**config.mk**
```make
export PLATFORM = sky130hd
export DESIGN_NAME = rpn_stack_alu_unit
export DESIGN_NICKNAME = d
export VERILOG_FILES = /design/src/hdl/rpn_pkg.sv /design/src/hdl/rpn_cell.sv /design/src/hdl/rpn_alu.sv /design/src/hdl/rpn_stack_alu_unit.sv
export SDC_FILE = /design/constraint.sdc
export NUM_CORES = 1
export LEC_CHECK = 0
export BUFFER_PORTS_ARGS = -buffer_cell sky130_fd_sc_hd__buf_2
export CORE_MARGIN = 2
export CORE_UTILIZATION = 57
export DETAILED_ROUTE_END_ITERATION = 8
export PLACE_DENSITY = 0.73
export SKIP_CTS_REPAIR_TIMING = 1
export SYNTH_ARGS = -nofsm -noshare
export SYNTH_HDL_FRONTEND = slang
export SYNTH_SLANG_ARGS = --single-unit
```
**constraint.sdc**
```tcl
create_clock -name clk -period 31.1 [get_ports clk]
set_clock_uncertainty 0.2 [all_clocks]
set_input_delay 6.22 -clock clk [delete_from_list [all_inputs] [get_ports clk]]
set_output_delay 6.22 -clock clk [all_outputs]
set_load 0.02 [all_outputs]
```
**src/hdl/rpn_pkg.sv**
```systemverilog
`default_nettype none
package rpn_pkg;
  localparam int STACK_DEPTH = 16;
  localparam int CW = $clog2(STACK_DEPTH + 1);

  typedef enum logic [2:0] {
    CMD_PUSH = 3'd0, CMD_ADD = 3'd1, CMD_SUB = 3'd2, CMD_MUL = 3'd3,
    CMD_DIV = 3'd4, CMD_DUP = 3'd5, CMD_SWAP = 3'd6, CMD_NOP = 3'd7
  } cmd_t;

  typedef enum logic [2:0] {
    ST_OK = 3'd0, ST_EMPTY = 3'd1, ST_FULL = 3'd2, ST_OVER = 3'd3,
    ST_UNDER = 3'd4, ST_ZDIV = 3'd5
  } status_t;

  // shift operation applied to every cell at once
  typedef enum logic [1:0] {
    SH_HOLD = 2'd0, SH_PUSH = 2'd1, SH_POP = 2'd2, SH_SWAP = 2'd3
  } shift_t;

  typedef struct packed {
    shift_t      op;
    logic [31:0] value;
  } cell_ctl_t;

  typedef struct packed {
    logic [2:0]         cmd;
    logic signed [31:0] push_value;
  } in_t;

  typedef struct packed {
    logic [2:0]         status;
    logic               top_valid;
    logic signed [31:0] top_value;
    logic [4:0]         fill_level;
  } out_t;

  typedef enum logic [2:0] {
    S_IDLE, S_POP, S_ARITH, S_DONE
  } state_t;
endpackage
`default_nettype wire

```
**src/hdl/rpn_cell.sv**
```systemverilog
`default_nettype none
// One stack entry; pushes shift down, pops shift up.
module rpn_cell (
  input  wire logic                 clk,
  input  wire rpn_pkg::cell_ctl_t   ctl,
  input  wire logic [31:0]          above,
  input  wire logic [31:0]          below,
  input  wire logic                 is_top,
  input  wire logic                 is_second,
  output logic [31:0]               value
);
  always_ff @(posedge clk) begin
    unique case (ctl.op)
      rpn_pkg::SH_PUSH: value <= is_top ? ctl.value : above;
      rpn_pkg::SH_POP:  value <= below;
      rpn_pkg::SH_SWAP: begin
        if (is_top) value <= below;
        else if (is_second) value <= above;
      end
      default: ;
    endcase
  end
endmodule
`default_nettype wire

```
**src/hdl/rpn_alu.sv**
```systemverilog
`default_nettype none
// Add and subtract, plus iterative 32x32 multiply (shift-add) and restoring divide, one bit a cycle.
module rpn_alu (
  input  wire logic               clk,
  input  wire logic               rst,
  input  wire logic               start,
  input  wire logic [2:0]         cmd,
  input  wire logic signed [31:0] y,
  input  wire logic signed [31:0] x,
  output logic                    done,
  output logic [2:0]              status,
  output logic [31:0]             result
);
  logic        busy;
  logic [5:0]  cnt;
  logic [63:0] acc;
  logic [31:0] mc;
  logic [32:0] rem;
  logic        neg;
  logic        is_div;
  logic signed [32:0] sum;
  logic [33:0] trial;
  logic signed [64:0] prod;

  assign sum = (cmd == rpn_pkg::CMD_SUB) ? ($signed({y[31], y}) - $signed({x[31], x}))
                                          : ($signed({y[31], y}) + $signed({x[31], x}));
  assign trial = {rem, acc[31]} - {2'b0, mc};
  assign prod = neg ? -$signed({1'b0, acc}) : $signed({1'b0, acc});

  always_ff @(posedge clk) begin
    if (rst) begin
      busy <= 1'b0;
      done <= 1'b0;
    end else if (start) begin
      is_div <= (cmd == rpn_pkg::CMD_DIV);
      neg    <= x[31] ^ y[31];
      mc     <= x[31] ? 32'(-x) : x;
      acc    <= {32'b0, (y[31] ? 32'(-y) : y)};
      rem    <= '0;
      cnt    <= '0;
      if (cmd == rpn_pkg::CMD_ADD || cmd == rpn_pkg::CMD_SUB) begin
        done   <= 1'b1;
        result <= sum[31:0];
        status <= (sum > 33'sd2147483647) ? rpn_pkg::ST_OVER :
                  (sum < -33'sd2147483648) ? rpn_pkg::ST_UNDER : rpn_pkg::ST_OK;
      end else if (cmd == rpn_pkg::CMD_DIV && x == 0) begin
        done   <= 1'b1;
        status <= rpn_pkg::ST_ZDIV;
        result <= '0;
      end else begin
        done <= 1'b0;
        busy <= 1'b1;
      end
    end else if (busy) begin
      done <= (cnt == 6'd32);
      if (cnt == 6'd32) begin
        busy <= 1'b0;
        if (is_div) begin
          result <= neg ? 32'(-acc[31:0]) : acc[31:0];
          status <= (!neg && acc[31]) ? rpn_pkg::ST_OVER : rpn_pkg::ST_OK;
        end else begin
          result <= prod[31:0];
          status <= (prod > 65'sd2147483647) ? rpn_pkg::ST_OVER :
                    (prod < -65'sd2147483648) ? rpn_pkg::ST_UNDER : rpn_pkg::ST_OK;
        end
      end else begin
        cnt <= cnt + 6'd1;
        if (is_div) begin
          if (!trial[33]) begin
            rem <= trial[32:0];
            acc <= {acc[62:0], 1'b1};
          end else begin
            rem <= {rem[31:0], acc[31]};
            acc <= {acc[62:0], 1'b0};
          end
        end else begin
          // multiplier in low half shifts out as product enters high half
          acc <= acc[0] ? {(33'(acc[63:32]) + 33'(mc)), acc[31:1]}
                        : {1'b0, acc[63:1]};
        end
      end
    end else begin
      done <= 1'b0;
    end
  end
endmodule
`default_nettype wire

```
**src/hdl/rpn_stack_alu_unit.sv**
```systemverilog
`default_nettype none
// RPN stack calculator for 32-bit signed integers.
// Input channel in_valid/in_ready carries cmd and push_value; output channel
// out_valid/out_ready carries status, top entry and fill level, one result
// per command. Push, duplicate, swap, the unused code and any command that
// fails on a short stack go from S_POP straight to S_DONE; add, subtract,
// multiply and divide wait in S_ARITH for the ALU. Add, subtract and a zero
// divisor need no ALU iteration; multiply and divide run one bit a cycle.
// One command is in flight at a time; in_ready rises the cycle after the
// result is taken.
// The stack is a row of 16 cells that shift together: push moves every entry
// down one place, pop moves them up, so the top is always cell 0.
// Reset empties the stack (count zero) and drops any pending result.
// When the receiver stalls the result holds and in_ready stays low.
module rpn_stack_alu_unit (
  input  wire logic          clk,
  input  wire logic          rst,
  input  wire logic          in_valid,
  output logic               in_ready,
  input  wire rpn_pkg::in_t  in_data,
  output logic               out_valid,
  input  wire logic          out_ready,
  output rpn_pkg::out_t      out_data
);
  localparam int D = rpn_pkg::STACK_DEPTH;
  localparam int CW = rpn_pkg::CW;

  rpn_pkg::state_t    state, state_next;
  rpn_pkg::cell_ctl_t ctl;
  logic [CW-1:0]      count;
  logic [2:0]         cmd;
  logic [31:0]        pv;
  logic [31:0]        opx, opy;
  logic [31:0]        cells [D];
  logic               alu_start, alu_done;
  logic [2:0]         alu_status;
  logic [31:0]        alu_result;
  logic [2:0]         st;
  logic               count_pop2, alu_push;

  genvar g;
  generate
    for (g = 0; g < D; g++) begin : g_cell
      rpn_cell u_cell (
        .clk(clk), .ctl(ctl),
        .above(g == 0 ? 32'b0 : cells[(g == 0) ? 0 : g-1]),
        .below(g == D-1 ? 32'b0 : cells[(g == D-1) ? D-1 : g+1]),
        .is_top(g == 0), .is_second(g == 1),
        .value(cells[g])
      );
    end
  endgenerate

  rpn_alu u_alu (
    .clk(clk), .rst(rst), .start(alu_start), .cmd(cmd), .y(opy), .x(opx),
    .done(alu_done), .status(alu_status), .result(alu_result)
  );

  assign in_ready = (state == rpn_pkg::S_IDLE) && !out_valid;

  always_comb begin
    state_next = state;
    unique case (state)
      rpn_pkg::S_IDLE: if (in_valid && in_ready) state_next = rpn_pkg::S_POP;
      rpn_pkg::S_POP: begin
        if ((cmd == rpn_pkg::CMD_ADD || cmd == rpn_pkg::CMD_SUB || cmd == rpn_pkg::CMD_MUL
             || cmd == rpn_pkg::CMD_DIV) && count >= CW'(2))
          state_next = rpn_pkg::S_ARITH;
        else state_next = rpn_pkg::S_DONE;
      end
      rpn_pkg::S_ARITH: if (alu_done) state_next = rpn_pkg::S_DONE;
      rpn_pkg::S_DONE: state_next = rpn_pkg::S_IDLE;
      default: state_next = rpn_pkg::S_IDLE;
    endcase
  end

  // S_POP decides the stack action, S_ARITH pops the second operand; S_DONE pushes an OK ALU result
  always_comb begin
    ctl = '{op: rpn_pkg::SH_HOLD, value: pv};
    alu_start = 1'b0;
    if (state == rpn_pkg::S_POP) begin
      case (cmd)
        rpn_pkg::CMD_PUSH: if (count < CW'(D)) ctl.op = rpn_pkg::SH_PUSH;
        rpn_pkg::CMD_DUP: if (count != '0 && count < CW'(D)) begin
          ctl.op = rpn_pkg::SH_PUSH;
          ctl.value = cells[0];
        end
        rpn_pkg::CMD_SWAP: if (count >= CW'(2)) ctl.op = rpn_pkg::SH_SWAP;
                           else if (count == CW'(1)) ctl.op = rpn_pkg::SH_POP;
        rpn_pkg::CMD_ADD, rpn_pkg::CMD_SUB, rpn_pkg::CMD_MUL, rpn_pkg::CMD_DIV: begin
          if (count != '0) ctl.op = rpn_pkg::SH_POP;
          alu_start = (count >= CW'(2));
        end
        default: ;
      endcase
    end else if (state == rpn_pkg::S_ARITH) begin
      ctl.op = count_pop2 ? rpn_pkg::SH_POP : rpn_pkg::SH_HOLD;
    end else if (state == rpn_pkg::S_DONE && alu_push) begin
      ctl.op = rpn_pkg::SH_PUSH;
      ctl.value = alu_result;
    end
  end

  assign opx = cells[0];
  assign opy = cells[1];

  always_ff @(posedge clk) begin
    if (rst) begin
      state <= rpn_pkg::S_IDLE;
      count <= '0;
      out_valid <= 1'b0;
      count_pop2 <= 1'b0;
      alu_push <= 1'b0;
    end else begin
      state <= state_next;
      if (out_valid && out_ready) out_valid <= 1'b0;
      if (state == rpn_pkg::S_IDLE && in_valid && in_ready) begin
        cmd <= in_data.cmd;
        pv  <= in_data.push_value;
        alu_push <= 1'b0;
      end
      if (state == rpn_pkg::S_POP) begin
        st <= rpn_pkg::ST_OK;
        case (cmd)
          rpn_pkg::CMD_PUSH:
            if (count < CW'(D)) count <= count + CW'(1); else st <= rpn_pkg::ST_FULL;
          rpn_pkg::CMD_DUP:
            if (count == '0) st <= rpn_pkg::ST_EMPTY;
            else if (count < CW'(D)) count <= count + CW'(1);
            else st <= rpn_pkg::ST_FULL;
          rpn_pkg::CMD_SWAP:
            if (count == '0) st <= rpn_pkg::ST_EMPTY;
            else if (count == CW'(1)) begin
              st <= rpn_pkg::ST_EMPTY;
              count <= '0;
            end
          rpn_pkg::CMD_ADD, rpn_pkg::CMD_SUB, rpn_pkg::CMD_MUL, rpn_pkg::CMD_DIV:
            if (count == '0) st <= rpn_pkg::ST_EMPTY;
            else if (count == CW'(1)) begin
              st <= rpn_pkg::ST_EMPTY;
              count <= '0;
            end else begin
              count <= count - CW'(1);
              count_pop2 <= 1'b1;
            end
          default: ;
        endcase
      end
      if (state == rpn_pkg::S_ARITH) begin
        if (count_pop2) begin
          count <= count - CW'(1);
          count_pop2 <= 1'b0;
        end
        if (alu_done) begin
          st <= alu_status;
          alu_push <= (alu_status == rpn_pkg::ST_OK);
        end
      end
      if (state == rpn_pkg::S_DONE) begin
        out_valid <= 1'b1;
        if (alu_push) count <= count + CW'(1);
      end
    end
  end

  // output built from the post-step stack once out_valid is set (stack settles at DONE edge)
  logic [CW-1:0] cnt_out;
  assign cnt_out = count;
  assign out_data.status     = st;
  assign out_data.top_valid  = (cnt_out != '0);
  assign out_data.top_value  = (cnt_out != '0) ? cells[0] : 32'b0;
  assign out_data.fill_level = 5'(cnt_out);

`ifndef SYNTH
  a_count_range: assert property (@(posedge clk) disable iff (rst)
    count <= CW'(D)) else $error("stack count beyond depth");
  a_ready_idle: assert property (@(posedge clk) disable iff (rst)
    in_ready |-> state == rpn_pkg::S_IDLE) else $error("ready outside idle");
  a_done_out: assert property (@(posedge clk) disable iff (rst)
    state == rpn_pkg::S_DONE |=> out_valid) else $error("result not presented");
`endif
endmodule
`default_nettype wire
```
==> results of run 1 <==
-- path summary, 6_finish.rpt --
| kind | startpoint | end | slack (ps) | depth (start not counted) |
|---|---|---|---|---|
| min | state[0] | state[0] | 310 | 2 |
| min reg2reg | state[0] | state[0] | 310 | 2 |
| max | cnt_out[1] | out_data[26] | 21270 | 8 |
| max reg2reg | cnt_out[1] | g_cell[5].u_cell.value[25] | 22590 | 14 |
-- cells by family after synthesis --
logic type / after synthesis / synth area share, %
muxes: 543 / 14.9
xor gates and xnor gates: 218 / 4.73
DFF: 734 / 54.3
and+or+nand+nor: 748 / 9.35
AOI/OAI and AO/OA: 641 / 10.2
adders and majority gates: 118 / 3.72
buffers and inverters: 293 / 2.77
-- synth_stat cells, drive strengths merged (28+ instances only) --
cell type	number
nor2	152
nor3	47
nor2b	49
xnor2	124
mux2	444
a211oi	29
xor2	94
ha	115
nand2	227
mux2i	99
nand2b	32
a21oi	157
clkbuf	181
edfxtp	722
o22ai	28
a21o	42
and2	39
inv	100
o21ai	156
o31ai	73
nand3	46
or3	34
-- cell type report --
| type | count | area [µm²] | share of cell area (%) |
|---|---|---|---|
| inverters | 100 | 383 | 0.866 |
| clock buffers | 93 | 2010 | 4.54 |
| well taps | 940 | 1180 | 2.66 |
| clock inverters | 48 | 674 | 1.53 |
| repair buffers | 113 | 658 | 1.49 |
| multi-input cells | 2268 | 17400 | 39.3 |
| flip-flops and latches | 734 | 21900 | 49.6 |
-- sequential cells by signal (all words and copies together) (netlist names), 2 cells and up --
signal	count
cmd	3
cnt_out	5
g_cell.u_cell.value	512
pv	32
st	3
state	2
u_alu.acc	64
u_alu.cnt	6
u_alu.mc	32
u_alu.rem	33
u_alu.result	32
u_alu.status	3
-- layer usage --
metal | vias up | global-route usage (%) | wire [µm]
met1 | 13100 | 34.8 | 40200
li1 | 12400 | - | -
met5 | - | 0 | 0
met3 | 192 | 3.53 | 6030
met4 | 0 | 9.23 | 3240
met2 | 927 | 41.4 | 44100
-- worst max-delay path, cell delays in order, from the launching register on --
cell and delay (ps):
dfxtp_1 390, inv_1 130, ha_1 260, nor3b_1 600, and2_0 550, inv_1 150, buf_4 300, and2_1 230
buf_2 160
-- power by group through the flow --
stage / combinational, mW / sequential, mW / clock [mW]
after floorplan: 1.14 / 1.87 / 0
after global placement: 1.37 / 1.86 / 0
after detailed placement: 1.43 / 1.88 / 0
after CTS: 1.44 / 1.86 / 0.990
after global routing: 1.58 / 1.90 / 1.03
final: 1.44 / 1.86 / 0.974
-- layout by cell type (no fill, tap or decap), drive strengths merged, types with 11 or more instances in the layout --
master,n
nand2b,32
o22ai,28
mux2,444
nor2b,49
a221oi,11
inv,100
mux2i,99
and3,15
nor3,47
a21oi,157
dfxtp,12
xnor2,124
or4,21
o211ai,15
clkinv,31
a31oi,21
ha,115
edfxtp,722
and2,39
nand3b,11
buf,113
a211oi,29
or2,14
nor2,152
o41ai,23
a21o,42
o21a,13
bufinv,13
nor4,19
nand2,227
o21ai,156
clkbuf,93
nand3,46
o31ai,73
or3,34
nand4,18
xor2,94
-- metrics by stage --
step | util [%] | worst slack [ps] | hold slack, ps
floorplan | - | 18100 | 269
global placement | 59.3 | 21970 | 279
detailed placement | 59.3 | 21980 | 297
CTS | 63.1 | 21280 | 305
global route | 63.1 | 21000 | 338
finish | 63.1 | 21270 | 308
==> flow_summary.toml, run 1 <==
[pwr]
p_int_mw = 2.86
combPwrFrac_pct = 33.7
seqPwrFrac_pct = 43.6
switching_share_pct = 33.2
p_clk_share_pct = 22.8
switchingPower_mw = 1.42
report.power.total_mw = 4.28
leakage_nw = 15.5
power_density_nw_per_um2 = 96.7
ir_drop_mv = 0.148

[critical_path]
critPathLaunchType = "flop"
path_class = "flop to output port"
end_kind = "output port"
crit_required_ps = 24680
arrival_ps = 3410
crit_fanout = 30

[synth]
yosysSeqAreaShare_pct = 54.3
synth_edf_count = 722
ys_types = 86
synth_nets = 3452
synth_top_area_cell = "edfxtp_1"
ys.flop_type = "edfxtp_1"
syn_avg_cell_area_um2 = 12.2
synthCells = 3295
synth_seq_cells = 734
synth_warnings = 0
yosys.area.top_type_share_pct = 53.7
netlist_top_cells_area = "edfxtp_1, mux2_2, ha_1"
synthArstFlopShare_pct = 0
syn_area_um2 = 40300

[timing]
setup_viol = 0
max_freq_mhz = 102
rsz0062_at_grt = "false"
finalCriticalPeriod_ps = 9830
tightest_slew_ps = 1260
hold_viol_final = 0
fin_crit_sh_pct = 31.6
slew-limit-headroom_pct = 15.8
drv_slew = 0
final.setup.tns_ps = 0

[drt]
drc = 0
routed_wl_um = 93600
vias_per_cell = 6.20
drt-initial-drc-count = 2785
antenna_left = 0
routedWlPerCell_um = 21.8
vias = 26600
dr.pass1.iters = 5

[die]
row_count = 97
die_w_um = 270
coreArea_um2 = 70000
dieArea_um2 = 72900
fp.dieH_um = 270
initial_core_util_pct = 57.6
io_pins = 82

[layout]
nets = 3452
syn2layout_area_growth_pct = 9.62
layout-drive-gt1-share_pct = 21.4
fillers = 5297
stdcell_area_um2 = 44200
antenna-diode-count = 0
fin_cells = 4296

[clocking]
cts_num_sinks = 734
clk_transition_reported_paths_ps = 60
cts_tree = "yes"
h-tree-depth = 3
cts_root_buf = "clkbuf_16"
clock_latency_ps = 640
clockBufferDepth = 3
cts_buffers = 78

[run]
drv_cap = 0

[placed_design]
dpl-instance-area_um2 = 41500
dpl.hpwl_um = 63600
portBuffers = 81
gp_congestion = 0.965
dp_cells = 4155

[worst_hold_path]
hold_path_class = "flop to flop"

[global_routing]
overflow = 0
antenna_found_initial = 1
grt_pass1_wl_um = 148000
grt_max_degree = 223
first_global_vias = 26900
track_usage_pct = 25.4

[status]
status = "finished clean"
(Power assumes the default switching activity.)
==> run 2, diff against run 1 <==
==> constraint.sdc (replaced) <==
create_clock -name clk -period 10.1 [get_ports clk]
set_clock_uncertainty 0.2 [all_clocks]
set_input_delay 2.02 -clock clk [delete_from_list [all_inputs] [get_ports clk]]
set_output_delay 2.02 -clock clk [all_outputs]
set_load 0.02 [all_outputs]
==> run 2 against run 1 <==
Wire length is 0.53% higher. Design area is 0.29% lower. Critical path depth is 1 lower. Global-route usage is 0.12 points higher.
==> flow_summary.toml, run 2 (synthesis gave the netlist of run 1 again) <==
[critical_path]
arrival_ps = 3960
critPathLaunchType = "flop"
worst-r2r-cell-count = 15
reg2reg_slack_ps = 4060
path_class = "flop to output port"
rr_startpoint = "cmd[2]"
crit_required_ps = 7880
end_kind = "output port"
cp-startpoint = "cnt_out[0]"
r2r_end = "u_alu.status[2]"
crit_fanout = 32
cp-endpoint = "out_data[16]"

[timing]
fin_crit_sh_pct = 61.2
slew-limit-headroom_pct = 16.7
tightest_slew_ps = 1240
hold_viol_final = 0
rsz0062_at_grt = "false"
setup_viol = 0
max_freq_mhz = 162
finalCriticalPeriod_ps = 6180
drv_slew = 0
final.setup.tns_ps = 0

[clocking]
h-tree-depth = 3
clock_latency_ps = 650
clockBufferDepth = 3
cts_tree = "yes"
cts_buffers = 81
cts_root_buf = "clkbuf_16"
cts_num_sinks = 734
clk_transition_reported_paths_ps = 50

[layout]
final_cell_mix = "edfxtp_1, mux2_2, nand2_1, a21oi_1, o21ai_0"
nets = 3456
top_register = "g_cell.u_cell.value"
final_common_cell = "edfxtp_1"
final_core_util_pct = 63.0
antenna-diode-count = 0
fillers = 5435
syn2layout_area_growth_pct = 9.31
largest_register_ffs = 512
layout-drive-gt1-share_pct = 21.1
reg_top3 = "g_cell.u_cell.value x512, u_alu.acc x64, u_alu.rem x33"
seqCellArea_um2 = 21900
multiInputGateArea_um2 = 17400

[die]
fp.dieH_um = 270
initial_core_util_pct = 57.6
coreArea_um2 = 70000
die_w_um = 270
io_pins = 82
row_count = 97
dieArea_um2 = 72900

[global_routing]
overflow = 0
grt_max_degree = 222
first_global_vias = 26500
antenna_found_initial = 1
track_usage_pct = 25.5
grt_pass1_wl_um = 148000

[pwr]
leakage_nw = 15.5
ir_drop_mv = 0.710
power_density_nw_per_um2 = 293

[drt]
dr.pass1.iters = 5
vias_per_cell = 6.19
antenna_left = 0
routed_wl_um = 94000
routedWlPerCell_um = 21.9
drc = 0
drt-initial-drc-count = 2483
vias = 26600

[worst_hold_path]
hold_path_class = "flop to flop"
holdPathStages = 2

[placed_design]
dpl.hpwl_um = 64500
portBuffers = 81
gp_congestion = 0.930

[status]
status = "finished clean"

[run]
drv_cap = 0
==> run 2: changes by cell type in the layout (fill, tap and decap cells not counted), moves of 2 or more <==
| cell | previous run | this run |
|---|---|---|
| clkinv_4 | 0 | 4 |
| clkinv_2 | 13 | 7 |
| clkinv_8 | 3 | 1 |
| clkinv_1 | 12 | 18 |
| clkbuf_16 | 78 | 82 |
| buf_12 | 1 | 3 |
| bufinv_16 | 13 | 2 |
==> run 2: through the flow <==
stage	worst slack [ps]	instance area, µm²	power, mW	std cells	hold slack, ps
global route	3690	44100	13.7	4298	347
floorplan	16.3	40300	9.15	3295	269
global placement	4370	41600	9.93	4156	279
CTS	3960	44100	13.0	4298	308
detailed placement	4240	41600	10.2	4156	301
finish	3920	44100	12.9	4298	312
==> run 2: metal layers <==
metal	vias to the layer above	wire length [µm]	track usage, %
met5	-	13	0
met4	2	2410	7.75
met3	144	6160	3.89
met2	884	44800	42.5
met1	13200	40600	34.6
li1	12400	-	-
==> run 2: worst min path at each step <==
stage / from / end / slack (ps)
after CTS: state[0] / state[0] / 310
after global placement: state[0] / state[0] / 280
after global routing: state[0] / state[0] / 350
after floorplan: alu_push / cnt_out[3] / 270
after detailed placement: state[0] / state[0] / 300
final: state[0] / state[0] / 310
==> run 2: final cells by class <==
class	count	share of cell area, %
clock buffers	99	4.82
clock inverters	43	0.919
inverters	100	0.860
multi-input cells	2268	39.4
flip-flops and latches	734	49.7
well taps	940	2.67
repair buffers	114	1.57
==> run 2: critical path, cell delays in order (launching register included) <==
cell and delay, ps:
dfxtp_1 360, inv_1 120, ha_1 300, nor3b_1 670, and2_0 520, inv_1 650
and2_1 480, buf_2 190
==> run 2: power breakdown <==
group          switching [mW]  leakage [nW]  internal [mW]
Sequential              0.691          6.76           5.03
Combinational            2.40          7.48           2.00
Clock                    1.24          1.21           1.57
Total                    4.33          15.5           8.59
==> run 3, diff against run 2 <==
--- a/config.mk
+++ b/config.mk
@@ -9,7 +9,7 @@
 export CORE_MARGIN = 2
 export CORE_UTILIZATION = 57
 export DETAILED_ROUTE_END_ITERATION = 8
-export PLACE_DENSITY = 0.73
+export PLACE_DENSITY = 0.76
 export SKIP_CTS_REPAIR_TIMING = 1
 export SYNTH_ARGS = -nofsm -noshare
 export SYNTH_HDL_FRONTEND = slang
==> constraint.sdc (replaced) <==
create_clock -name clk -period 5.65 [get_ports clk]
set_clock_uncertainty 0.2 [all_clocks]
set_input_delay 1.13 -clock clk [delete_from_list [all_inputs] [get_ports clk]]
set_output_delay 1.13 -clock clk [all_outputs]
set_load 0.02 [all_outputs]
==> run 3 against run 2 <==
Worst hold slack improved by 12 ps. Combinational power increased by 85%. Global-route usage is 0.12 points lower. Die area is the same. Flip-flop and latch count stayed put. Utilization is 0.39 points higher. Design area up 0.62%. Largest cell class unchanged. Highest routed layer is now met4.
==> flow_summary.toml, run 3 (synthesis gave the netlist of run 1 again) <==
[layout]
syn2layout_area_growth_pct = 9.99
fillers = 5260
reg_top3 = "g_cell.u_cell.value x512, u_alu.acc x64, u_alu.rem x33"
antenna-diode-count = 0
largest_register_ffs = 512
layout-drive-gt1-share_pct = 22.3
nets = 3483
top_register = "g_cell.u_cell.value"
final_common_cell = "edfxtp_1"
stdcell_area_um2 = 44400
final_cell_mix = "edfxtp_1, mux2_2, nand2_1, a21oi_1, o21ai_0"
final_core_util_pct = 63.4

[drt]
routed_wl_um = 93400
vias = 26700
wl_met1_um = 40000
drc = 0
top_layer_used = "met4"
dr.pass1.iters = 6
met3WireLength_um = 4860
drt-initial-drc-count = 2175
routedWlPerCell_um = 21.6
wl_met2_um = 45400
vias_per_cell = 6.17
antenna_left = 0

[placed_design]
gp_congestion = 0.970
portBuffers = 81
dpl_worst_slack_ps = 66.1
dpl.hpwl_um = 64100
dpl-instance-area_um2 = 41900

[clocking]
cts_tree = "yes"
clk_transition_reported_paths_ps = 70
clockBufferDepth = 3
cts_buffers = 77
cts_num_sinks = 734
h-tree-depth = 3
cts_root_buf = "clkbuf_16"
clock_latency_ps = 650

[die]
die_w_um = 270
io_pins = 82
fp.dieH_um = 270
coreArea_um2 = 70000
dieArea_um2 = 72900
row_count = 97
initial_core_util_pct = 57.6

[timing]
worst_slack_ps = 232
fin_crit_sh_pct = 95.9
tightest_slew_ps = 1360
setup_viol = 0
max_freq_mhz = 185
drv_slew = 0
hold_viol_final = 0
finalCriticalPeriod_ps = 5420
rsz0062_at_grt = "false"
hold_slack_ps = 324
slew-limit-headroom_pct = 9.31

[critical_path]
crit_fanout = 6
arrival_ps = 5610
critPathLaunchType = "flop"
end_kind = "flop"
crit_required_ps = 5840
path_class = "flop to flop"

[worst_hold_path]
hold_path_class = "flop to flop"

[global_routing]
overflow = 0
antenna_found_initial = 0
first_global_vias = 26900
grt_max_degree = 226
track_usage_pct = 25.4
grt_pass1_wl_um = 148000

[pwr]
power_density_nw_per_um2 = 524
ir_drop_mv = 0.531
report.power.total_mw = 23.3
leakage_nw = 15.6

[status]
status = "finished clean"

[run]
drv_cap = 0
-- run 3: stage by stage --
stage,std cells,setup TNS [ps]
after floorplan,3295,-1614860
after global placement,4187,0
after detailed placement,4187,0
after CTS,4327,0
after global routing,4327,0
final,4327,0
-- run 3: where the power goes --
group / internal [mW] / switching (mW) / total [mW]
Combinational: 3.70 / 4.44 / 8.13
Clock: 2.78 / 2.21 / 4.99
Sequential: 8.97 / 1.17 / 10.1
Total: 15.4 / 7.81 / 23.3
-- run 3: worst max-delay path, cell delays in order (launching register included) --
cell	delay (ps)
edfxtp_1	390
or4_1	590
or3_1	370
or3_1	380
nor3_2	200
nand2_1	140
or2_4	280
or3_4	410
o31ai_2	210
xor2_1	180
ha_1	260
a21o_1	190
a2111oi_1	410
o311ai_1	170
a31oi_1	250
xnor2_1	200
nand2_1	100
and3_1	230
-- run 3: layer usage --
metal / track usage (%) / up-vias
met1: 33.9 / 13200
met4: 9.09 / 0
met5: 0 / -
met2: 42.6 / 780
met3: 3.42 / 184
li1: - / 12500
-- run 3: area by class of cell --
| cell class | count | area [µm²] | share of cell area [%] |
|---|---|---|---|
| sequential | 734 | 21900 | 49.4 |
| multi-input combinational | 2268 | 17500 | 39.3 |
| clock buffer | 93 | 1990 | 4.48 |
| tap | 940 | 1180 | 2.65 |
| timing repair buffer | 145 | 948 | 2.14 |
| clock inverter | 47 | 485 | 1.09 |
| inverter | 100 | 384 | 0.866 |
-- run 3: final timing paths --
check               endpoint  cells past startpoint                       start  slack, ps
max          u_alu.status[2]                     17  g_cell[0].u_cell.value[14]        230
min               u_alu.busy                      1                  u_alu.busy        320
max reg2reg  u_alu.status[2]                     17  g_cell[0].u_cell.value[14]        230
min reg2reg       u_alu.busy                      1                  u_alu.busy        320
